### src/hdl/http_response_head_parser_core_assert.svh
// Assertion macros used by the response head parser controller.
// Expects i_clk and i_rst_n in the scope of use.
`ifndef HTTP_RESPONSE_HEAD_PARSER_CORE_ASSERT_SVH
`define HTTP_RESPONSE_HEAD_PARSER_CORE_ASSERT_SVH

// same-cycle implication
`define HRHP_ASSERT_IMPL(lbl, ante, cons, msg) \
    lbl: assert property (@(posedge i_clk) disable iff (!i_rst_n) (ante) |-> (cons)) \
        else $error(msg);

// next-cycle implication
`define HRHP_ASSERT_NEXT(lbl, ante, cons, msg) \
    lbl: assert property (@(posedge i_clk) disable iff (!i_rst_n) (ante) |=> (cons)) \
        else $error(msg);

`endif

### src/hdl/hrhp_pkg.sv
// Types, character constants and helpers for the HTTP response head parser.
// No dependencies.
package hrhp_pkg;

    localparam int WS_HOLD_DEPTH_DFLT = 15;

    localparam logic [7:0] CH_CR    = 8'h0D;
    localparam logic [7:0] CH_LF    = 8'h0A;
    localparam logic [7:0] CH_COLON = 8'h3A;
    localparam logic [7:0] CH_SP    = 8'h20;
    localparam logic [7:0] CH_TAB   = 8'h09;
    localparam logic [7:0] CH_ZERO  = 8'h30;
    localparam logic [7:0] CH_NINE  = 8'h39;
    localparam logic [7:0] CH_DOT   = 8'h2E;
    localparam logic [2:0] LIT_LAST = 3'd4;

    typedef enum logic [3:0] {
        PH_LIT, PH_MAJOR, PH_DOT, PH_MINOR, PH_SP1, PH_CODE, PH_SP2, PH_REASON,
        PH_LINE, PH_NAME, PH_OWS, PH_VALUE, PH_VAL_LF, PH_END_LF, PH_BODY
    } t_phase;

    typedef enum logic [3:0] {
        EV_STATUS, EV_REASON, EV_NAME, EV_NAME_END, EV_VALUE,
        EV_HDR_END, EV_DONE, EV_BODY, EV_ERROR
    } t_event;

    typedef enum logic [2:0] {
        ERR_NONE, ERR_UNEXPECTED, ERR_NAME_CHAR, ERR_TRUNCATED, ERR_WS_OVERFLOW
    } t_err;

    // what the output stage emits next
    typedef enum logic [1:0] {
        ST_IDLE, ST_REPLAY, ST_PRIM, ST_TRUNC
    } t_ctl_state;

    typedef struct packed {
        logic       accept;
        logic       emit;
        logic       last;
        t_ctl_state sel;
    } t_cmd;

    typedef struct packed {
        logic out_free;
        logic rep_nz;
        logic rep_more;
        logic job_prim;
        logic job_trunc;
        logic new_rep_nz;
        logic new_prim;
        logic new_trunc;
    } t_sts;

    // "HTTP/" literal
    function automatic logic [7:0] lit_char(input logic [2:0] idx);
        logic [7:0] ch;
        unique case (idx)
            3'd0:    ch = 8'h48;
            3'd1:    ch = 8'h54;
            3'd2:    ch = 8'h54;
            3'd3:    ch = 8'h50;
            3'd4:    ch = 8'h2F;
            default: ch = 8'h00;
        endcase
        return ch;
    endfunction

endpackage

### src/hdl/hrhp_in_if.sv
// Input byte channel of the response head parser.
// Depends on nothing.
interface hrhp_in_if;
    logic       valid;
    logic       ready;
    logic [7:0] data_byte;
    logic       start_of_message;
    logic       end_of_message;

    modport source (output valid, data_byte, start_of_message, end_of_message,
                    input ready);
    modport sink   (input valid, data_byte, start_of_message, end_of_message,
                    output ready);
endinterface

### src/hdl/hrhp_out_if.sv
// Event channel of the response head parser.
// Depends on nothing.
interface hrhp_out_if;
    logic       valid;
    logic       ready;
    logic [3:0] event_kind;
    logic [7:0] out_byte;
    logic [3:0] ver_major;
    logic [3:0] ver_minor;
    logic [9:0] resp_code;
    logic [2:0] error_code;
    logic       last_of_run;

    modport source (output valid, event_kind, out_byte, ver_major, ver_minor,
                    resp_code, error_code, last_of_run, input ready);
    modport sink   (input valid, event_kind, out_byte, ver_major, ver_minor,
                    resp_code, error_code, last_of_run, output ready);
endinterface

### src/hdl/hrhp_dpath.sv
// Parser datapath: parse state, byte decode, pending job and output register.
// Depends on hrhp_pkg and hrhp_out_if.
module hrhp_dpath #(
    parameter int WS_HOLD_DEPTH = hrhp_pkg::WS_HOLD_DEPTH_DFLT
) (
    input  logic             i_clk,
    input  logic             i_rst_n,
    input  logic [7:0]       i_data_byte,
    input  logic             i_som,
    input  logic             i_eom,
    input  hrhp_pkg::t_cmd   i_cmd,
    output hrhp_pkg::t_sts   o_sts,
    hrhp_out_if.source       o_out
);

    localparam int CW = $clog2(WS_HOLD_DEPTH + 1);
    localparam logic [WS_HOLD_DEPTH-1:0] KIND_ONE = WS_HOLD_DEPTH'(1);

    // parse state
    hrhp_pkg::t_phase         r_phase, n_phase;
    logic [2:0]               r_lit_idx, n_lit_idx;
    logic [3:0]               r_major, n_major;
    logic [3:0]               r_minor, n_minor;
    logic [9:0]               r_code, n_code;
    logic [1:0]               r_code_cnt, n_code_cnt;
    logic [8:0]               r_held, n_held;
    logic [CW-1:0]            r_ws_cnt, n_ws_cnt;
    logic [WS_HOLD_DEPTH-1:0] r_ws_kinds, n_ws_kinds;
    logic                     r_err, n_err;

    // decode of the incoming byte
    logic                     d_prim;
    hrhp_pkg::t_event         d_kind;
    logic [7:0]               d_byte;
    logic [3:0]               d_maj, d_min;
    logic [9:0]               d_code;
    hrhp_pkg::t_err           d_errc;
    logic [CW-1:0]            d_rep_cnt;
    logic [WS_HOLD_DEPTH-1:0] d_rep_kinds;
    logic                     d_trunc;
    logic                     do_name, do_value;
    logic                     c_digit;
    logic [3:0]               c_dig;

    // pending job
    logic [CW-1:0]            r_rep_cnt;
    logic [WS_HOLD_DEPTH-1:0] r_rep_kinds;
    logic                     r_job_prim, r_job_trunc;
    hrhp_pkg::t_event         r_prim_kind;
    logic [7:0]               r_prim_byte;
    logic [3:0]               r_prim_maj, r_prim_min;
    logic [9:0]               r_prim_code;
    hrhp_pkg::t_err           r_prim_err;

    // output register
    logic                     r_o_valid;
    hrhp_pkg::t_event         r_o_kind;
    logic [7:0]               r_o_byte;
    logic [3:0]               r_o_maj, r_o_min;
    logic [9:0]               r_o_code;
    hrhp_pkg::t_err           r_o_err;
    logic                     r_o_last;

    function automatic logic is_tchar(input logic [7:0] c);
        logic ok;
        ok = (c >= 8'h30 && c <= 8'h39) || (c >= 8'h41 && c <= 8'h5A) ||
             (c >= 8'h61 && c <= 8'h7A);
        case (c)
            8'h21, 8'h23, 8'h24, 8'h25, 8'h26, 8'h27, 8'h2A, 8'h2B,
            8'h2D, 8'h2E, 8'h5E, 8'h5F, 8'h60, 8'h7C, 8'h7E: ok = 1'b1;
            default: ;
        endcase
        return ok;
    endfunction

    assign c_digit = (i_data_byte >= hrhp_pkg::CH_ZERO) && (i_data_byte <= hrhp_pkg::CH_NINE);
    assign c_dig   = 4'(i_data_byte - hrhp_pkg::CH_ZERO);

    always_comb begin
        n_phase    = r_phase;
        n_lit_idx  = r_lit_idx;
        n_major    = r_major;
        n_minor    = r_minor;
        n_code     = r_code;
        n_code_cnt = r_code_cnt;
        n_held     = r_held;
        n_ws_cnt   = r_ws_cnt;
        n_ws_kinds = r_ws_kinds;
        n_err      = r_err;
        if (i_som) begin
            n_phase    = hrhp_pkg::PH_LIT;
            n_lit_idx  = '0;
            n_major    = '0;
            n_minor    = '0;
            n_code     = '0;
            n_code_cnt = '0;
            n_held     = '0;
            n_ws_cnt   = '0;
            n_ws_kinds = '0;
            n_err      = 1'b0;
        end

        d_prim      = 1'b0;
        d_kind      = hrhp_pkg::EV_STATUS;
        d_byte      = '0;
        d_maj       = '0;
        d_min       = '0;
        d_code      = '0;
        d_errc      = hrhp_pkg::ERR_NONE;
        d_rep_cnt   = '0;
        d_rep_kinds = '0;
        do_name     = 1'b0;
        do_value    = 1'b0;

        if (!n_err) begin
            unique case (n_phase)
                hrhp_pkg::PH_LIT: begin
                    if (n_lit_idx <= hrhp_pkg::LIT_LAST &&
                        i_data_byte == hrhp_pkg::lit_char(n_lit_idx)) begin
                        if (n_lit_idx == hrhp_pkg::LIT_LAST) n_phase = hrhp_pkg::PH_MAJOR;
                        n_lit_idx = n_lit_idx + 3'd1;
                    end else begin
                        n_err = 1'b1; d_prim = 1'b1; d_kind = hrhp_pkg::EV_ERROR;
                        d_errc = hrhp_pkg::ERR_UNEXPECTED;
                    end
                end
                hrhp_pkg::PH_MAJOR, hrhp_pkg::PH_MINOR: begin
                    if (c_digit) begin
                        if (n_phase == hrhp_pkg::PH_MAJOR) begin
                            n_major = c_dig;
                            n_phase = hrhp_pkg::PH_DOT;
                        end else begin
                            n_minor = c_dig;
                            n_phase = hrhp_pkg::PH_SP1;
                        end
                    end else begin
                        n_err = 1'b1; d_prim = 1'b1; d_kind = hrhp_pkg::EV_ERROR;
                        d_errc = hrhp_pkg::ERR_UNEXPECTED;
                    end
                end
                hrhp_pkg::PH_DOT: begin
                    if (i_data_byte == hrhp_pkg::CH_DOT) n_phase = hrhp_pkg::PH_MINOR;
                    else begin
                        n_err = 1'b1; d_prim = 1'b1; d_kind = hrhp_pkg::EV_ERROR;
                        d_errc = hrhp_pkg::ERR_UNEXPECTED;
                    end
                end
                hrhp_pkg::PH_SP1: begin
                    if (i_data_byte == hrhp_pkg::CH_SP) n_phase = hrhp_pkg::PH_CODE;
                    else begin
                        n_err = 1'b1; d_prim = 1'b1; d_kind = hrhp_pkg::EV_ERROR;
                        d_errc = hrhp_pkg::ERR_UNEXPECTED;
                    end
                end
                hrhp_pkg::PH_CODE: begin
                    if (c_digit) begin
                        n_code = 10'(n_code * 10'd10 + 10'(c_dig));
                        if (n_code_cnt == 2'd2) n_phase = hrhp_pkg::PH_SP2;
                        n_code_cnt = n_code_cnt + 2'd1;
                    end else begin
                        n_err = 1'b1; d_prim = 1'b1; d_kind = hrhp_pkg::EV_ERROR;
                        d_errc = hrhp_pkg::ERR_UNEXPECTED;
                    end
                end
                hrhp_pkg::PH_SP2: begin
                    if (i_data_byte == hrhp_pkg::CH_SP) begin
                        d_prim  = 1'b1;
                        d_kind  = hrhp_pkg::EV_STATUS;
                        d_maj   = n_major;
                        d_min   = n_minor;
                        d_code  = n_code;
                        n_held  = '0;
                        n_phase = hrhp_pkg::PH_REASON;
                    end else begin
                        n_err = 1'b1; d_prim = 1'b1; d_kind = hrhp_pkg::EV_ERROR;
                        d_errc = hrhp_pkg::ERR_UNEXPECTED;
                    end
                end
                hrhp_pkg::PH_REASON: begin
                    // one byte held back so the byte before LF is dropped
                    if (i_data_byte == hrhp_pkg::CH_LF) begin
                        n_held  = '0;
                        n_phase = hrhp_pkg::PH_LINE;
                    end else begin
                        if (n_held[8]) begin
                            d_prim = 1'b1;
                            d_kind = hrhp_pkg::EV_REASON;
                            d_byte = n_held[7:0];
                        end
                        n_held = {1'b1, i_data_byte};
                    end
                end
                hrhp_pkg::PH_LINE: begin
                    if (i_data_byte == hrhp_pkg::CH_CR) n_phase = hrhp_pkg::PH_END_LF;
                    else do_name = 1'b1;
                end
                hrhp_pkg::PH_NAME:  do_name = 1'b1;
                hrhp_pkg::PH_OWS: begin
                    if (i_data_byte != hrhp_pkg::CH_SP && i_data_byte != hrhp_pkg::CH_TAB)
                        do_value = 1'b1;
                end
                hrhp_pkg::PH_VALUE: do_value = 1'b1;
                hrhp_pkg::PH_VAL_LF, hrhp_pkg::PH_END_LF: begin
                    if (i_data_byte == hrhp_pkg::CH_LF) begin
                        d_prim = 1'b1;
                        if (n_phase == hrhp_pkg::PH_VAL_LF) begin
                            d_kind  = hrhp_pkg::EV_HDR_END;
                            n_phase = hrhp_pkg::PH_LINE;
                        end else begin
                            d_kind  = hrhp_pkg::EV_DONE;
                            n_phase = hrhp_pkg::PH_BODY;
                        end
                    end else begin
                        n_err = 1'b1; d_prim = 1'b1; d_kind = hrhp_pkg::EV_ERROR;
                        d_errc = hrhp_pkg::ERR_UNEXPECTED;
                    end
                end
                hrhp_pkg::PH_BODY: begin
                    d_prim = 1'b1;
                    d_kind = hrhp_pkg::EV_BODY;
                    d_byte = i_data_byte;
                end
                default: begin
                    n_err = 1'b1; d_prim = 1'b1; d_kind = hrhp_pkg::EV_ERROR;
                    d_errc = hrhp_pkg::ERR_UNEXPECTED;
                end
            endcase

            if (do_name) begin
                if (i_data_byte == hrhp_pkg::CH_COLON) begin
                    d_prim  = 1'b1;
                    d_kind  = hrhp_pkg::EV_NAME_END;
                    n_phase = hrhp_pkg::PH_OWS;
                end else if (is_tchar(i_data_byte)) begin
                    d_prim  = 1'b1;
                    d_kind  = hrhp_pkg::EV_NAME;
                    d_byte  = i_data_byte;
                    n_phase = hrhp_pkg::PH_NAME;
                end else begin
                    n_err = 1'b1; d_prim = 1'b1; d_kind = hrhp_pkg::EV_ERROR;
                    d_errc = hrhp_pkg::ERR_NAME_CHAR;
                end
            end

            if (do_value) begin
                n_phase = hrhp_pkg::PH_VALUE;
                if (i_data_byte == hrhp_pkg::CH_CR) begin
                    // held whitespace is dropped at line end
                    n_ws_cnt   = '0;
                    n_ws_kinds = '0;
                    n_phase    = hrhp_pkg::PH_VAL_LF;
                end else if (i_data_byte == hrhp_pkg::CH_SP ||
                             i_data_byte == hrhp_pkg::CH_TAB) begin
                    if (n_ws_cnt >= CW'(WS_HOLD_DEPTH)) begin
                        n_err = 1'b1; d_prim = 1'b1; d_kind = hrhp_pkg::EV_ERROR;
                        d_errc = hrhp_pkg::ERR_WS_OVERFLOW;
                    end else begin
                        if (i_data_byte == hrhp_pkg::CH_TAB)
                            n_ws_kinds = n_ws_kinds | (KIND_ONE << n_ws_cnt);
                        n_ws_cnt = n_ws_cnt + CW'(1);
                    end
                end else if (i_data_byte < hrhp_pkg::CH_SP) begin
                    n_err = 1'b1; d_prim = 1'b1; d_kind = hrhp_pkg::EV_ERROR;
                    d_errc = hrhp_pkg::ERR_UNEXPECTED;
                end else begin
                    // visible byte: replay held whitespace first
                    d_rep_cnt   = n_ws_cnt;
                    d_rep_kinds = n_ws_kinds;
                    n_ws_cnt    = '0;
                    n_ws_kinds  = '0;
                    d_prim      = 1'b1;
                    d_kind      = hrhp_pkg::EV_VALUE;
                    d_byte      = i_data_byte;
                end
            end
        end

        d_trunc = i_eom && !n_err && (n_phase != hrhp_pkg::PH_BODY);
    end

    always_ff @(posedge i_clk) begin
        if (!i_rst_n) begin
            r_phase    <= hrhp_pkg::PH_LIT;
            r_lit_idx  <= '0;
            r_major    <= '0;
            r_minor    <= '0;
            r_code     <= '0;
            r_code_cnt <= '0;
            r_held     <= '0;
            r_ws_cnt   <= '0;
            r_ws_kinds <= '0;
            r_err      <= 1'b0;
        end else if (i_cmd.accept) begin
            r_phase    <= n_phase;
            r_lit_idx  <= n_lit_idx;
            r_major    <= n_major;
            r_minor    <= n_minor;
            r_code     <= n_code;
            r_code_cnt <= n_code_cnt;
            r_held     <= n_held;
            r_ws_cnt   <= n_ws_cnt;
            r_ws_kinds <= n_ws_kinds;
            r_err      <= n_err;
        end
    end

    // job control fields
    always_ff @(posedge i_clk) begin
        if (!i_rst_n) begin
            r_rep_cnt   <= '0;
            r_job_prim  <= 1'b0;
            r_job_trunc <= 1'b0;
        end else if (i_cmd.accept) begin
            r_rep_cnt   <= d_rep_cnt;
            r_job_prim  <= d_prim;
            r_job_trunc <= d_trunc;
        end else if (i_cmd.emit && i_cmd.sel == hrhp_pkg::ST_REPLAY) begin
            r_rep_cnt   <= r_rep_cnt - CW'(1);
        end
    end

    // job payload
    always_ff @(posedge i_clk) begin
        if (i_cmd.accept) begin
            r_rep_kinds <= d_rep_kinds;
            r_prim_kind <= d_kind;
            r_prim_byte <= d_byte;
            r_prim_maj  <= d_maj;
            r_prim_min  <= d_min;
            r_prim_code <= d_code;
            r_prim_err  <= d_errc;
        end else if (i_cmd.emit && i_cmd.sel == hrhp_pkg::ST_REPLAY) begin
            r_rep_kinds <= r_rep_kinds >> 1;
        end
    end

    always_ff @(posedge i_clk) begin
        if (!i_rst_n) begin
            r_o_valid <= 1'b0;
        end else if (i_cmd.emit) begin
            r_o_valid <= 1'b1;
        end else if (o_out.ready) begin
            r_o_valid <= 1'b0;
        end
    end

    always_ff @(posedge i_clk) begin
        if (i_cmd.emit) begin
            r_o_last <= i_cmd.last;
            case (i_cmd.sel)
                hrhp_pkg::ST_REPLAY: begin
                    r_o_kind <= hrhp_pkg::EV_VALUE;
                    r_o_byte <= r_rep_kinds[0] ? hrhp_pkg::CH_TAB : hrhp_pkg::CH_SP;
                    r_o_maj  <= '0;
                    r_o_min  <= '0;
                    r_o_code <= '0;
                    r_o_err  <= hrhp_pkg::ERR_NONE;
                end
                hrhp_pkg::ST_PRIM: begin
                    r_o_kind <= r_prim_kind;
                    r_o_byte <= r_prim_byte;
                    r_o_maj  <= r_prim_maj;
                    r_o_min  <= r_prim_min;
                    r_o_code <= r_prim_code;
                    r_o_err  <= r_prim_err;
                end
                default: begin
                    r_o_kind <= hrhp_pkg::EV_ERROR;
                    r_o_byte <= '0;
                    r_o_maj  <= '0;
                    r_o_min  <= '0;
                    r_o_code <= '0;
                    r_o_err  <= hrhp_pkg::ERR_TRUNCATED;
                end
            endcase
        end
    end

    assign o_out.valid       = r_o_valid;
    assign o_out.event_kind  = r_o_kind;
    assign o_out.out_byte    = r_o_byte;
    assign o_out.ver_major   = r_o_maj;
    assign o_out.ver_minor   = r_o_min;
    assign o_out.resp_code   = r_o_code;
    assign o_out.error_code  = r_o_err;
    assign o_out.last_of_run = r_o_last;

    assign o_sts.out_free   = !r_o_valid || o_out.ready;
    assign o_sts.rep_nz     = (r_rep_cnt != '0);
    assign o_sts.rep_more   = (r_rep_cnt > CW'(1));
    assign o_sts.job_prim   = r_job_prim;
    assign o_sts.job_trunc  = r_job_trunc;
    assign o_sts.new_rep_nz = (d_rep_cnt != '0);
    assign o_sts.new_prim   = d_prim;
    assign o_sts.new_trunc  = d_trunc;

endmodule

### src/hdl/hrhp_ctrl.sv
// Parser controller: sequences the words of each byte's job onto the output.
// Depends on hrhp_pkg and http_response_head_parser_core_assert.svh.
`include "http_response_head_parser_core_assert.svh"

module hrhp_ctrl (
    input  logic           i_clk,
    input  logic           i_rst_n,
    input  logic           i_in_valid,
    output logic           o_in_ready,
    input  hrhp_pkg::t_sts i_sts,
    output hrhp_pkg::t_cmd o_cmd
);

    hrhp_pkg::t_ctl_state r_state, n_state;
    hrhp_pkg::t_ctl_state after_emit, first_new;
    logic                 emit, accept, last;

    // outputs
    always_comb begin
        unique case (r_state)
            hrhp_pkg::ST_REPLAY:
                after_emit = i_sts.rep_more  ? hrhp_pkg::ST_REPLAY :
                             i_sts.job_prim  ? hrhp_pkg::ST_PRIM   :
                             i_sts.job_trunc ? hrhp_pkg::ST_TRUNC  : hrhp_pkg::ST_IDLE;
            hrhp_pkg::ST_PRIM:
                after_emit = i_sts.job_trunc ? hrhp_pkg::ST_TRUNC : hrhp_pkg::ST_IDLE;
            hrhp_pkg::ST_TRUNC: after_emit = hrhp_pkg::ST_IDLE;
            hrhp_pkg::ST_IDLE:  after_emit = hrhp_pkg::ST_IDLE;
            default:            after_emit = hrhp_pkg::ST_IDLE;
        endcase

        first_new = i_sts.new_rep_nz ? hrhp_pkg::ST_REPLAY :
                    i_sts.new_prim   ? hrhp_pkg::ST_PRIM   :
                    i_sts.new_trunc  ? hrhp_pkg::ST_TRUNC  : hrhp_pkg::ST_IDLE;

        emit       = (r_state != hrhp_pkg::ST_IDLE) && i_sts.out_free;
        last       = emit && (after_emit == hrhp_pkg::ST_IDLE);
        // the job register frees as its final word leaves
        o_in_ready = (r_state == hrhp_pkg::ST_IDLE) || last;
        accept     = i_in_valid && o_in_ready;

        o_cmd.accept = accept;
        o_cmd.emit   = emit;
        o_cmd.last   = last;
        o_cmd.sel    = r_state;
    end

    // next state
    always_comb begin
        if (accept)    n_state = first_new;
        else if (emit) n_state = after_emit;
        else           n_state = r_state;
    end

    always_ff @(posedge i_clk) begin
        if (!i_rst_n) begin
            r_state <= hrhp_pkg::ST_IDLE;
        end else begin
            r_state <= n_state;
        end
    end

    `HRHP_ASSERT_IMPL(a_replay_has_count, r_state == hrhp_pkg::ST_REPLAY, i_sts.rep_nz, "replay without held whitespace")
    `HRHP_ASSERT_IMPL(a_prim_loaded, r_state == hrhp_pkg::ST_PRIM, i_sts.job_prim, "primary word not loaded")
    `HRHP_ASSERT_IMPL(a_trunc_is_last, emit && r_state == hrhp_pkg::ST_TRUNC, last, "truncation word not last of run")
    `HRHP_ASSERT_NEXT(a_more_after_nonlast, emit && !last, r_state != hrhp_pkg::ST_IDLE, "job dropped before its last word")

endmodule

### src/hdl/http_response_head_parser_core.sv
// HTTP response head parser, one byte word in, event words out.
// Event words pass through the job register and then the output register.
// Takes 1 byte per cycle, but each held whitespace byte replayed ahead of a visible
// value byte, and a truncation word after the byte's own word, adds a word to its
// job and holds off the next byte; a stalled output holds off further bytes.
// Synchronous active-low reset returns the parser to the start of the status line.
module http_response_head_parser_core #(
    parameter int WS_HOLD_DEPTH = hrhp_pkg::WS_HOLD_DEPTH_DFLT
) (
    input  logic        i_clk,
    input  logic        i_rst_n,
    hrhp_in_if.sink     i_in,
    hrhp_out_if.source  o_out
);

    hrhp_pkg::t_cmd cmd;
    hrhp_pkg::t_sts sts;
    logic           in_ready;

    hrhp_ctrl u_ctrl (
        .i_clk      (i_clk),
        .i_rst_n    (i_rst_n),
        .i_in_valid (i_in.valid),
        .o_in_ready (in_ready),
        .i_sts      (sts),
        .o_cmd      (cmd)
    );

    hrhp_dpath #(
        .WS_HOLD_DEPTH (WS_HOLD_DEPTH)
    ) u_dpath (
        .i_clk       (i_clk),
        .i_rst_n     (i_rst_n),
        .i_data_byte (i_in.data_byte),
        .i_som       (i_in.start_of_message),
        .i_eom       (i_in.end_of_message),
        .i_cmd       (cmd),
        .o_sts       (sts),
        .o_out       (o_out)
    );

    assign i_in.ready = in_ready;

endmodule
### src/flat_wrapper.sv
// flat-port wrapper written by rule: the top's interface ports become plain ports
module http_response_head_parser_core_flat 
#(
    parameter int WS_HOLD_DEPTH = hrhp_pkg::WS_HOLD_DEPTH_DFLT
)
  (i_clk, i_rst_n, i_in_valid, i_in_data_byte, i_in_start_of_message, i_in_end_of_message, i_in_ready, o_out_valid, o_out_event_kind, o_out_out_byte, o_out_ver_major, o_out_ver_minor, o_out_resp_code, o_out_error_code, o_out_last_of_run, o_out_ready);
  hrhp_in_if i_in_i ();
  hrhp_out_if o_out_i ();
  input  logic i_clk;
  input  logic i_rst_n;
  input wire logic [$bits(i_in_i.valid)-1:0] i_in_valid;
  input wire logic [$bits(i_in_i.data_byte)-1:0] i_in_data_byte;
  input wire logic [$bits(i_in_i.start_of_message)-1:0] i_in_start_of_message;
  input wire logic [$bits(i_in_i.end_of_message)-1:0] i_in_end_of_message;
  output wire logic [$bits(i_in_i.ready)-1:0] i_in_ready;
  output wire logic [$bits(o_out_i.valid)-1:0] o_out_valid;
  output wire logic [$bits(o_out_i.event_kind)-1:0] o_out_event_kind;
  output wire logic [$bits(o_out_i.out_byte)-1:0] o_out_out_byte;
  output wire logic [$bits(o_out_i.ver_major)-1:0] o_out_ver_major;
  output wire logic [$bits(o_out_i.ver_minor)-1:0] o_out_ver_minor;
  output wire logic [$bits(o_out_i.resp_code)-1:0] o_out_resp_code;
  output wire logic [$bits(o_out_i.error_code)-1:0] o_out_error_code;
  output wire logic [$bits(o_out_i.last_of_run)-1:0] o_out_last_of_run;
  input wire logic [$bits(o_out_i.ready)-1:0] o_out_ready;
  assign i_in_i.valid = i_in_valid;
  assign i_in_i.data_byte = i_in_data_byte;
  assign i_in_i.start_of_message = i_in_start_of_message;
  assign i_in_i.end_of_message = i_in_end_of_message;
  assign i_in_ready = i_in_i.ready;
  assign o_out_valid = o_out_i.valid;
  assign o_out_event_kind = o_out_i.event_kind;
  assign o_out_out_byte = o_out_i.out_byte;
  assign o_out_ver_major = o_out_i.ver_major;
  assign o_out_ver_minor = o_out_i.ver_minor;
  assign o_out_resp_code = o_out_i.resp_code;
  assign o_out_error_code = o_out_i.error_code;
  assign o_out_last_of_run = o_out_i.last_of_run;
  assign o_out_i.ready = o_out_ready;
  http_response_head_parser_core #(.WS_HOLD_DEPTH(WS_HOLD_DEPTH)) u_core (.i_clk(i_clk), .i_rst_n(i_rst_n), .i_in(i_in_i), .o_out(o_out_i));
endmodule
### config.mk
export PLATFORM = sky130hd
export DESIGN_NAME = http_response_head_parser_core_flat
export DESIGN_NICKNAME = d
export VERILOG_FILES = /design/src/hdl/hrhp_pkg.sv /design/src/hdl/hrhp_in_if.sv /design/src/hdl/hrhp_out_if.sv /design/src/hdl/hrhp_dpath.sv /design/src/hdl/hrhp_ctrl.sv /design/src/hdl/http_response_head_parser_core.sv /design/src/flat_wrapper.sv
export VERILOG_INCLUDE_DIRS = /design/src /design/src/hdl
export SDC_FILE = /design/constraint.sdc
export NUM_CORES = 1
export LEC_CHECK = 0
export BUFFER_PORTS_ARGS = -buffer_cell sky130_fd_sc_hd__buf_2
export CAP_MARGIN = 10
export CORE_MARGIN = 1.5
export CORE_UTILIZATION = 35
export CTS_CLUSTER_DIAMETER = 30
export DETAILED_ROUTE_END_ITERATION = 12
export HOLD_SLACK_MARGIN = 0.06
export PLACE_DENSITY = 0.56
export SYNTH_ARGS = -nofsm -noshare
export SYNTH_HDL_FRONTEND = slang
export SYNTH_SLANG_ARGS = --single-unit
export TNS_END_PERCENT = 50
### constraint.sdc
create_clock -name i_clk -period 7.53 [get_ports i_clk]
set_input_delay 0.3765 -clock i_clk [delete_from_list [all_inputs] [get_ports i_clk]]
set_output_delay 0.3765 -clock i_clk [all_outputs]
set_load 0.05 [all_outputs]
Word level (Yosys, flattened, before mapping). Index checks and enable logic that the tools add are counted. Widths: inputs -> output; s select.

Output and inout bits: 36. Flip-flop bits (word level): 147.

Muxes and demuxes: 171. Magnitude comparators: 10. Reductions and logical operators: 37. Shift-type cells: 1. Equality and inequality tests: 46. Bitwise logic cells: 3. Add/subtract/negate cells: 6. $mul: 1.

Operators by type and width (count): $mux 15 (15); $mux 4 (54); $eq 8x6->1 const B (12); $mux 8 (11); $mux 3 (15); $eq 8x7->1 const B (5); $mux 1 (40); $mux 10 (4); $mux 9 (4); $pmux 4 s9 (1); $pmux 4 s8 (1); $pmux 8 s2 (2); $eq 4x4->1 const B (7); $pmux 7 s4 (1); $mux 2 (13); $eq 8x4->1 const B (3); $pmux 1 s6 (3); $pmux 9 s2 (1); $eq 4x3->1 const B (4); $ge 8x7->1 const B (2); $le 8x7->1 const B (2); $or 15x15->15 (1); $reduce_or 15->1 (1); $shl 1x4->15 const A (1); 41 further kinds (72).

Logic depth before layout (Yosys ltp). Gate-level depths: netlist of run 1.

Depth in word-level cells: 25. Depth in mapped cells: 16.

Cells and area by module. From an unflattened synthesis of run 1, not the netlist that was laid out.

Cell total of the unflattened synthesis: 816. Area, all modules: 7866.3 µm².

Modules (own cells, without submodules): hrhp_dpath (area an instance 7626.1 µm², instances 1, seq. area each 3723.6 µm², cells each 779); hrhp_ctrl (area an instance 240.2 µm², instances 1, seq. area each 40.0 µm², cells each 37).

Least setup slack after synthesis of run 1. No wires, ideal clock.

Path kind: register to register. Start point: register u_core.u_dpath.r_o_valid, in the netlist u_core.u_dpath.o_out.valid. End point: register u_core.u_dpath.r_prim_byte[0] (enable). Library setup time: 410 ps. Arrival: 4791 ps. Data required time: 7120 ps. Period minus slack after synthesis: 5202 ps. Slack: 2328 ps. Stages on the path, launching flop included: 8. Buffers on the path: 2. Cells stage by stage: dfxtp_1 nor2b_1 nor2_1 a221o_1 nand2_1 inv_1 buf_2 clkbuf_1.

RTL lines: start: declaration (line hrhp_dpath.sv:56) `logic r_o_valid;`; start signal: assignment (line hrhp_dpath.sv:339) `r_o_valid <= 1'b0;`; start signal: assignment (line hrhp_dpath.sv:341) `r_o_valid <= 1'b1;`; start signal: assignment (line hrhp_dpath.sv:343) `r_o_valid <= 1'b0;`; end signal: assignment (line hrhp_dpath.sv:327) `r_prim_byte <= d_byte;`; end: declaration (line hrhp_dpath.sv:50) `logic [7:0] r_prim_byte;`.

Worst setup path in the final report of run 1.
Start point: register u_core.u_ctrl.r_state[0]. End point: register u_core.u_dpath.r_minor[3].

Longest elaborated chain between the ends: 7. Elaborated cells on any way between the ends: 12. Those cells by class: eq/ne (3); mux (1); reduce/logical (8).

RTL lines: start: declaration (line hrhp_ctrl.sv:14) `hrhp_pkg::t_ctl_state r_state, n_state;`; start signal: assignment (line hrhp_ctrl.sv:57) `r_state <= hrhp_pkg::ST_IDLE;`; start signal: assignment (line hrhp_ctrl.sv:59) `r_state <= n_state;`; $eq 2x2->1 / $logic_not 2->1 (equally long branches) (line hrhp_ctrl.sv:20, hrhp_ctrl.sv:39); $reduce_or 2->1 (no line); $pmux 2 s3 (line hrhp_ctrl.sv:20) `unique case (r_state)`; $logic_not 2->1 (line hrhp_ctrl.sv:37) `last = emit && (after_emit == hrhp_pkg::ST_IDLE);`; $logic_and 1x1->1 (line hrhp_ctrl.sv:37); $logic_or 1x1->1 * (line hrhp_ctrl.sv:39) `o_in_ready = (r_state == hrhp_pkg::ST_IDLE) || last;`; $logic_and 1x1->1 * (line hrhp_ctrl.sv:40) `accept = i_in_valid && o_in_ready;`; end signal: assignment (line hrhp_dpath.sv:297) `r_minor <= n_minor;`; end: declaration (line hrhp_dpath.sv:23) `logic [3:0] r_minor, n_minor;`.

Mark *: on every way between the ends. The rest lies on a longest branch, timed or not. A chain may end at the register's enable or synchronous reset.

==> key figures, run 1 <==
Cells and area
  • Share of layout cells above drive strength 1: 13.9%
  • Reg area: 3760 um^2
  • Nets: 921
  • Finished Cell Area: 9200 um^2
  • P&R area growth vs syn: 11.5%
  • Utilization after layout: 40.1%
  • Multi-input logic area: 4040 um^2
  • Post-Layout Cell Count: 1199
  • Ant. Diodes: 0
  • Commonest non-fill, non-tap cells in the layout: nor2_1 (88), nand2_1 (88), edfxtp_1 (82)
  • Fill count: 2326

STA
  • Actual slew at the worst max-slew pin: 0.873 ns
  • Worst relative slew slack: 41.8%
  • Fmax: 274 MHz
  • Final Max Tran Viols: 0
  • RSZ-0062 raised after global routing: no
  • Final setup viols: 0
  • Post-route minimum period: 3.65 ns
  • Fin crit share: 48.5%
  • Clk_skew: 0.00707 ns
  • Setup_tns: 0 ns
  • WHS: 0.287 ns
  • Final hold vios: 0
  • Fin worst setup slack: 3.88 ns

Detailed routing
  • Wirelength, routed: 20.6 mm
  • Via Count: 6424
  • Routed WL per cell: 17.2 um
  • DRC: 0
  • DRT antenna net count: 0
  • 1st-iter DRT viols: 527
  • Vias per Instance: 5.36
  • First-pass DRT Iterations: 5

Synthesis
  • Number of synthesized register bits: 147
  • XOR/XNOR share of the synthesized area: 1.87%
  • Cell count after synthesis: 849
  • Synth Area in Simple Gates: 24.7%
  • Syn Nets: 896
  • Sequential share of the synthesized area: 45.6%
  • Main combinational cell family by area after synthesis: simple AND/OR/NAND/NOR gates
  • EDFF count, synth: 82
  • Compound-Gate Fraction of Synth Area: 16.6%
  • Post-synthesis cell area: 8250 um^2
  • Synth cell types: 95
  • Yosys Warn Count: 0
  • Fraction of registers with async set/reset: 0%
  • Synth top area cells: edfxtp_1 (30%), dfxtp_1 (16%), ha_1 (4.7%)
  • Post-synth top area share: 29.8%
  • Fraction of the mapped netlist area in adder cells: 5.19%
  • Top FF cell, synth: edfxtp_1
  • Cell taking the most area after synthesis: edfxtp_1
  • Synth Area per Inst: 9.72 um^2
  • Post-synthesis mux area share: 0.485%

CTS
  • CTS Sinks: 147
  • CTS clk-pin slew, worst paths: 0.06 ns
  • H-tree levels: 4
  • Resized Gates After CTS: 0
  • Root Buffer: clkbuf_16
  • Post-CTS Setup Inserts: 0
  • Cts bufs inserted: 17
  • Hold Buf Count CTS: 0
  • Clock buffer depth: 2
  • CTS tree: done
  • Clock Latency Late Sink: 0.42 ns

Place
  • Gpl congestion: 0.957
  • DP Worst Slack: 3.86 ns
  • Dpl cell area: 8620 um^2
  • Placed cells: 1168
  • Port bufs: 49
  • Post-DP HPWL: 14.4 mm

Global route
  • Initial antenna violation count: 0
  • Grt total ovfl: 0
  • Vias in the first global route: 6279
  • First-pass GRT wire length: 34.2 mm
  • GRT Resource Usage Total: 17.8%
  • Largest net degree at the start of global routing: 56

Setup path
  • CP Launch Type: flop
  • Crit path required time: 7.82 ns
  • Crit-path max FO: 55
  • Arrival @ worst endpoint: 3.94 ns
  • CP Class: flop to flop
  • Crit. End Element: flop

Status
  • Status: finished, final reports clean

Power
  • Pwr Density: 324 nW/um^2
  • LEAKAGE: 3.37 nW
  • Overall Power: 2.98 mW
  • Maximum vdd drop: 146 uV

Die
  • Core area: 22900 um^2
  • Die area: 24500 um^2
  • I/O pins: 50
  • Die H: 157 um
  • Die Wd: 157 um
  • Initial core utilization: 36.0%
  • FP Rows: 55

Flow run
  • Max Cap Viol: 0

Min path
  • Hold crit path type: input port to flop
[state kept, by name, summed over array words and instances, names as in the netlist, 4 cells and up]
register and count:
u_core.u_dpath.r_rep_kinds 15, u_core.u_dpath.r_ws_kinds 15, u_core.u_dpath.o_out.resp_code 10, u_core.u_dpath.r_code 10
u_core.u_dpath.r_prim_code 10, u_core.u_dpath.r_held 9, u_core.u_dpath.o_out.out_byte 8, u_core.u_dpath.r_prim_byte 8
u_core.u_dpath.o_out.event_kind 4, u_core.u_dpath.o_out.ver_major 4, u_core.u_dpath.o_out.ver_minor 4, u_core.u_dpath.r_major 4
u_core.u_dpath.r_minor 4, u_core.u_dpath.r_phase 4, u_core.u_dpath.r_prim_kind 4, u_core.u_dpath.r_prim_maj 4
u_core.u_dpath.r_prim_min 4, u_core.u_dpath.r_rep_cnt 4, u_core.u_dpath.r_ws_cnt 4
[cells in the mapped netlist (18+ instances only)]
master     n
dfxtp_1   65
edfxtp_1  82
nor2_1    89
nand3_1   32
ha_1      31
inv_1     26
a21oi_1   30
nand2b_1  18
clkbuf_1  28
a22oi_1   32
o21ai_0   30
nand2_1   88
nor2b_1   21
and2_1    46
[metal layers]
layer	global-route usage (%)	part of all wire [%]
met1	25.9	51
met2	26.6	43
met3	3.71	5.5
met4	4.72	0.90
met5	0	0
[power breakdown]
part           internal (mW)  switching, mW
registers               1.11         0.0845
clock network          0.498          0.329
logic                  0.227          0.733
[critical path, stage by stage (launching register included)]
cell	delay, ns
dfxtp_1	0.35
inv_1	0.06
ha_1	0.50
nor2_1	0.43
a221o_1	0.29
nand2_1	0.07
buf_4	0.27
inv_2	0.24
buf_4	0.59
o21ai_0	0.36
a22oi_1	0.28
nor2_1	0.05
[area by class of cell]
type,count,area share (%)
Timing Repair Buffer,58,3.48
Multi-Input combinational cell,622,43.9
Sequential cell,147,40.9
Inverter,28,1.14
Clock buffer,20,4.86
Tap cell,313,4.26
Clock inverter,11,1.43
[cell families after synthesis]
group / count (synthesis)
AO/OA/AOI/OAI: 189
XOR/XNOR: 16
adder cells (fa/ha/maj): 33
buffers and inverters: 80
flip-flops: 147
multiplexers: 4
AND/OR/NAND/NOR: 380
[final timing paths]
path,depth (start not counted),slack (ns),to,from
worst max-delay path,11,3.88,u_core.u_dpath.r_minor[3],u_core.u_ctrl.r_state[0]
worst min-delay path,3,0.29,u_core.u_dpath.r_phase[2],i_rst_n
worst min register to register,2,0.45,u_core.u_dpath.r_major[2],u_core.u_dpath.r_major[2]
worst max register to register,11,3.88,u_core.u_dpath.r_minor[3],u_core.u_ctrl.r_state[0]
(Power assumes the default switching activity.)
==> run 2: changes to the inputs <==
- clock period: 7.53 -> 3.8 ns (I/O delays scaled with it)
==> run 2 against run 1 <==
  * Clock skew up 0.0031 ns
  * Global-route usage down 0.20 points
  * Core utilization rose by 0.055 points
  * Via count increased by 1.2%
  * Maximum frequency up 18%
  * Sequential power increased by 96%
  * Setup slack lost 3.2 ns
  * First-iteration DRC count is 19% lower
  * Final area up 0.14%
  * Largest cell class unchanged
  * Highest routed layer unchanged
==> key figures, run 2 (synthesis gave the netlist of run 1 again) <==
Cells and area
  • Share of layout cells above drive strength 1: 14.7% (+0.87 points)
  • Nets: 929 (+0.87%)
  • P&R area growth vs syn: 11.7%
  • Post-Layout Cell Count: 1208 (+0.75%)
  • Ant. Diodes: 0 (unchanged)
  • Multi-input logic area: 4040 um^2 (unchanged)
  • Commonest non-fill, non-tap cells in the layout: nor2_1 (88), nand2_1 (88), edfxtp_1 (82)
  • Reg area: 3760 um^2 (unchanged)
  • Utilization after layout: 40.2% (+0.055 points)
  • Fill count: 2289 (-1.6%)
  • Biggest regs: u_core.u_dpath.r_rep_kinds: 15 flops, u_core.u_dpath.r_ws_kinds: 15 flops
  • Finished Cell Area: 9210 um^2 (+0.14%)

STA
  • Final Max Tran Viols: 0 (unchanged)
  • Actual slew at the worst max-slew pin: 0.742 ns (-0.131 ns)
  • Fmax: 325 MHz (+18%)
  • Final hold vios: 0 (unchanged)
  • Setup_tns: 0 ns (unchanged)
  • Final setup viols: 0 (unchanged)
  • Worst relative slew slack: 49.8% (+8.0 points)
  • RSZ-0062 raised after global routing: no
  • WHS: 0.0916 ns (-0.196 ns)
  • Fin crit share: 81.1% (+33 points)
  • Fin worst setup slack: 0.719 ns (-3.16 ns)
  • Post-route minimum period: 3.08 ns (-0.570 ns)
  • Clk_skew: 0.0102 ns (+0.00312 ns)

CTS
  • Post-CTS Setup Inserts: 0 (unchanged)
  • H-tree levels: 4 (unchanged)
  • Clock buffer depth: 2 (unchanged)
  • CTS tree: done
  • Cts bufs inserted: 17 (unchanged)
  • CTS clk-pin slew, worst paths: 0.06 ns (about the same)
  • Clock Latency Late Sink: 0.43 ns (about the same)
  • Hold Buf Count CTS: 0 (unchanged)
  • Root Buffer: clkbuf_16
  • CTS Sinks: 147 (unchanged)
  • Resized Gates After CTS: 0 (unchanged)

Die
  • Die area: 24500 um^2 (unchanged)
  • Die H: 157 um (unchanged)
  • FP Rows: 55 (unchanged)
  • Initial core utilization: 36.0% (unchanged)
  • I/O pins: 50 (unchanged)
  • Die Wd: 157 um (unchanged)
  • Core area: 22900 um^2 (unchanged)

Flow run
  • Max Cap Viol: 0 (unchanged)

Place
  • Post-DP HPWL: 14.3 mm (-0.73%)
  • Port bufs: 49 (unchanged)
  • Placed cells: 1176 (+0.68%)
  • Dpl cell area: 8670 um^2 (+0.61%)
  • Gpl congestion: 0.921 (-3.7%)
  • DP Worst Slack: 0.606 ns (-3.25 ns)

Min path
  • Hold crit path type: input port to flop
  • WHS Path Cells: 2 (-1)

Setup path
  • Worst Reg-to-Reg Cells: 12 (+1)
  • Crit path max-delay cell type: fa_1
  • Worst-path cell chain: nor2b_1 -> ha_1 -> ha_1 -> inv_1 -> fa_1 -> nand2b_1 -> nor2_1 -> o21ai_0 -> nor4b_1 -> xnor3_1 -> a22oi_1 -> nor2_1
  • Crit. End Element: flop
  • Logic depth of the worst path, buffers included: 12 (+1)
  • Top delay family on crit path: simple AND/OR/NAND/NOR gates
  • Arrival @ worst endpoint: 3.38 ns (-0.56 ns)
  • CP bufs+invs: 1 (-3)
  • Crit-path max FO: 3 (-95%)
  • Crit path required time: 4.10 ns (-3.72 ns)
  • CP Class: flop to flop
  • CP Launch Type: flop
  • Slowest stage delay, CP: 0.44 ns (-0.15 ns)

Detailed routing
  • 1st-iter DRT viols: 426 (-19%)
  • Wirelength, routed: 20.7 mm (+0.61%)
  • DRT antenna net count: 0 (unchanged)
  • Via Count: 6498 (+1.2%)
  • First-pass DRT Iterations: 5 (unchanged)
  • DRC: 0 (unchanged)
  • Vias per Instance: 5.38 (+0.40%)
  • Routed WL per cell: 17.1 um (-0.14%)

Global route
  • GRT Resource Usage Total: 17.6% (-0.20 points)
  • Initial antenna violation count: 0 (unchanged)
  • First-pass GRT wire length: 33.5 mm (-1.9%)
  • Largest net degree at the start of global routing: 44 (-21%)
  • Vias in the first global route: 6193 (-1.4%)
  • Grt total ovfl: 0 (unchanged)

Power
  • Overall Power: 5.84 mW (+96%)
  • Pwr Density: 634 nW/um^2 (+95%)
  • LEAKAGE: 3.39 nW (+0.52%)
  • Maximum vdd drop: 310 uV (+110%)

Status
  • Status: finished, final reports clean
run 2: changes by cell type in the layout (fill, tap and decap cells not counted), sizes merged:
cell | previous run | this run
inv | 28 | 30
buf | 58 | 66
clkinvlp | 2 | 4
clkbuf | 20 | 21
bufinv | 2 | 0
clkinv | 7 | 5
run 2: final timing paths:
path | startpoint | to | slack (ns)
setup / recovery | u_core.u_dpath.r_code[3] | u_core.u_dpath.r_code[9] | 0.72
hold / removal | i_rst_n | u_core.u_ctrl.r_state[0] | 0.09
setup reg to reg | u_core.u_dpath.r_code[3] | u_core.u_dpath.r_code[9] | 0.72
hold reg to reg | u_core.u_dpath.r_major[0] | u_core.u_dpath.r_major[0] | 0.44
run 2: where the power goes:
part	switching (mW)	internal [mW]	leakage [nW]	total (mW)
logic	1.48	0.474	1.79	1.95
registers	0.146	2.20	1.34	2.35
clock network	0.665	0.871	0.257	1.54
run 2: area by class of cell:
type,count,share of cell area (%)
multi-input cells,622,43.9
clock buffers,21,5.00
inverters,28,1.14
flip-flops and latches,147,40.9
repair buffers,66,4.05
clock inverters,11,0.842
well taps,313,4.25
run 2: layer usage:
layer | share of wire [%] | global-route usage, %
met5 | 0 | 0
met3 | 5.5 | 3.18
met1 | 48 | 25.1
met2 | 45 | 27.0
met4 | 1.4 | 5.08
==> run 3: changes to the inputs <==
- PLACE_DENSITY: 0.56 -> 0.58
- clock period: 3.8 -> 2.52 ns (I/O delays scaled with it)
==> run 3 against run 2 <==
  * Count of clock-buffer cells in the layout decreased by 4
  * Setup slack got worse by 0.72 ns
  * Final cell count increased by 7.8%
  * Final area increased by 12%
  * Routed wire length increased by 3.1%
  * Sequential power increased by 50%
  * Global-route usage increased by 0.55 points
  * Via count increased by 4.4%
  * Hold slack improved by 0.056 ns
  * Register-to-register slack got worse by 0.72 ns
  * Critical path type unchanged
  * Largest cell class unchanged
==> key figures, run 3 (synthesis gave the netlist of run 1 again) <==
Die
  • Die area: 24500 um^2 (unchanged)
  • I/O pins: 50 (unchanged)
  • Die Wd: 157 um (unchanged)
  • FP Rows: 55 (unchanged)
  • Core area: 22900 um^2 (unchanged)
  • Die H: 157 um (unchanged)
  • Initial core utilization: 36.0% (unchanged)

Detailed routing
  • 1st-iter DRT viols: 409 (-4.0%)
  • First-pass DRT Iterations: 5 (unchanged)
  • DRT antenna net count: 0 (unchanged)
  • Wirelength, routed: 21.4 mm (+3.1%)
  • Via Count: 6785 (+4.4%)
  • Routed WL per cell: 16.4 um (-4.4%)
  • DRC: 0 (unchanged)
  • Vias per Instance: 5.21 (-3.1%)

Setup path
  • Crit-path max FO: 2 (-1)
  • Worst-path cell chain: nor2b_4 -> ha_4 -> ha_4 -> inv_2 -> fa_2 -> nand2b_4 -> nor2_4 -> o21ai_2 -> nor4b_2 -> xnor3_1 -> a22oi_2 -> nor2_1
  • Worst Setup SP: u_core.u_dpath.r_code[3]
  • Arrival @ worst endpoint: 2.83 ns (-0.55 ns)
  • Crit path max-delay cell type: fa_2
  • Slowest stage delay, CP: 0.43 ns (about the same)
  • CP bufs+invs: 1 (unchanged)
  • Crit path required time: 2.83 ns (-1.27 ns)
  • Most frequent CP cell: ha_4
  • Worst Reg-to-Reg Cells: 12 (unchanged)
  • CP Class: flop to flop
  • Worst r2r src: u_core.u_dpath.r_code[3]
  • Crit. End Element: flop
  • CP Launch Type: flop
  • Reg2reg setup slack: 0.00007 ns (-0.72 ns)
  • Top delay family on crit path: adder cells
  • Critical R2R Capture: u_core.u_dpath.r_code[9]

Min path
  • Hold Crit Start: i_in_end_of_message
  • Hold crit path type: input port to flop
  • Hold endpoint: u_core.u_ctrl.r_state[1]
  • WHS Path Cells: 5 (+3)

CTS
  • Cts bufs inserted: 17 (unchanged)
  • Root Buffer: clkbuf_16
  • CTS Sinks: 147 (unchanged)
  • H-tree levels: 4 (unchanged)
  • Clock Latency Late Sink: 0.43 ns (about the same)
  • CTS clk-pin slew, worst paths: 0.07 ns (about the same)
  • Clock buffer depth: 2 (unchanged)
  • CTS tree: done

STA
  • Final hold vios: 0 (unchanged)
  • Actual slew at the worst max-slew pin: 0.642 ns (-0.0998 ns)
  • RSZ-0062 raised after global routing: yes
  • Clk_skew: 0.0122 ns (+0.00201 ns)
  • Fmax: 397 MHz (+22%)
  • Setup_tns: 0 ns (unchanged)
  • Fin worst setup slack: 0.0000655 ns (-0.719 ns)
  • Final Max Tran Viols: 0 (unchanged)
  • Final setup viols: 0 (unchanged)
  • Post-route minimum period: 2.52 ns (-0.561 ns)
  • Fin crit share: 100% (+19 points)
  • Worst relative slew slack: 57.1% (+7.2 points)

Global route
  • Initial antenna violation count: 0 (unchanged)
  • Largest net degree at the start of global routing: 36 (-18%)
  • Vias in the first global route: 6587 (+6.4%)
  • GRT Resource Usage Total: 18.1% (+0.55 points)
  • Met2 Usage GRT: 28.1% (+1.1 points)
  • First-pass GRT wire length: 34.8 mm (+3.9%)
  • Met3 Track Usage GR: 3.38% (+0.19 points)
  • Global route hottest layer: met2
  • Grt total ovfl: 0 (unchanged)
  • Grt met1 use: 25.6% (+0.51 points)

Cells and area
  • Biggest regs: u_core.u_dpath.r_rep_kinds: 15 flops, u_core.u_dpath.r_ws_kinds: 15 flops
  • Commonest non-fill, non-tap cells in the layout: buf_4 (105), nor2_1 (86), nand2_1 (84)
  • Share of layout cells above drive strength 1: 27.3% (+13 points)
  • Nets: 1023 (+10%)
  • Ant. Diodes: 0 (unchanged)
  • P&R area growth vs syn: 25.0%
  • Most common cell after layout, fill and taps aside: buf_4

Place
  • Gpl congestion: 0.999 (+8.4%)
  • DP Worst Slack: -0.161 ns (-0.767 ns)
  • Post-DP HPWL: 16.0 mm (+12%)
  • Port bufs: 49 (unchanged)

Power
  • Overall Power: 9.42 mW (+61%)
  • Pwr Density: 914 nW/um^2 (+44%)
  • LEAKAGE: 3.95 nW (+17%)
  • Maximum vdd drop: 497 uV (+60%)

Flow run
  • Max Cap Viol: 0 (unchanged)

Status
  • Status: finished, final reports clean
-- run 3: cell types whose count changed in the layout (fill, tap and decap cells not counted), sizes merged --
cell / delta
clkinv: +1
clkbuf: -4
bufinv: +1
clkinvlp: -2
buf: +92
inv: +4
dlygate4sd3: +2
-- run 3: how the worst max path moves through the flow --
stage	end	slack [ns]	cells after the start
2_1_floorplan	u_core.u_dpath.r_code[9]	-0.25	16
3_3_place_gp	u_core.u_dpath.r_code[9]	-0.10	14
3_5_place_dp	u_core.u_dpath.r_code[9]	-0.16	14
4_1_cts	u_core.u_dpath.r_code[9]	-0.01	12
5_1_grt	u_core.u_dpath.r_code[9]	-0.12	12
6_report	u_core.u_dpath.r_code[9]	0.00007	12
-- run 3: final cells by class --
class / instances / area, um^2
clock buffers: 17 / 425
multi-input cells: 622 / 4290
inverters: 28 / 108
clock inverters: 15 / 185
well taps: 313 / 392
flip-flops and latches: 147 / 3770
fillers: 2206 / 12600
repair buffers: 160 / 1130
-- run 3: worst min-delay path: cells and delay by family --
kind | cells | cell delay, ns
AND/OR/NAND/NOR | 2 | 0.13
AO/OA/AOI/OAI | 1 | 0.08
buffers and inverters | 2 | 0.20
-- run 3: power by group --
group | switching (mW) | leakage (nW) | internal, mW
logic | 2.36 | 2.32 | 0.963
clock network | 1.16 | 0.293 | 1.43
registers | 0.195 | 1.34 | 3.32
-- run 3: metrics by stage --
step	util (%)	std cells	hold slack, ns	cell area, um^2
3_3_place_gp	41.8	1264	0.436	9580
4_1_cts	44.6	1298	0.140	10200
5_1_grt	45.0	1302	0.156	10300
6_report	45.0	1302	0.147	10300
2_1_floorplan	-	849	0.250	8560
3_5_place_dp	41.8	1264	0.442	9580
-- run 3: what timing repair did --
item                                    4_1_cts  5_1_grt
pin swaps                                     0        7
buffers inserted                              0        4
resized for setup                             5       13
hold buffers                                  2        0
endpoints found under the setup margin        3       13
endpoints found under the hold margin         5        0
-- run 3: per-layer routing --
metal	wire (um)	part of all wire (%)
met1	10400	49
met5	0	0
met2	9420	44
met4	344	1.6
met3	1150	5.4
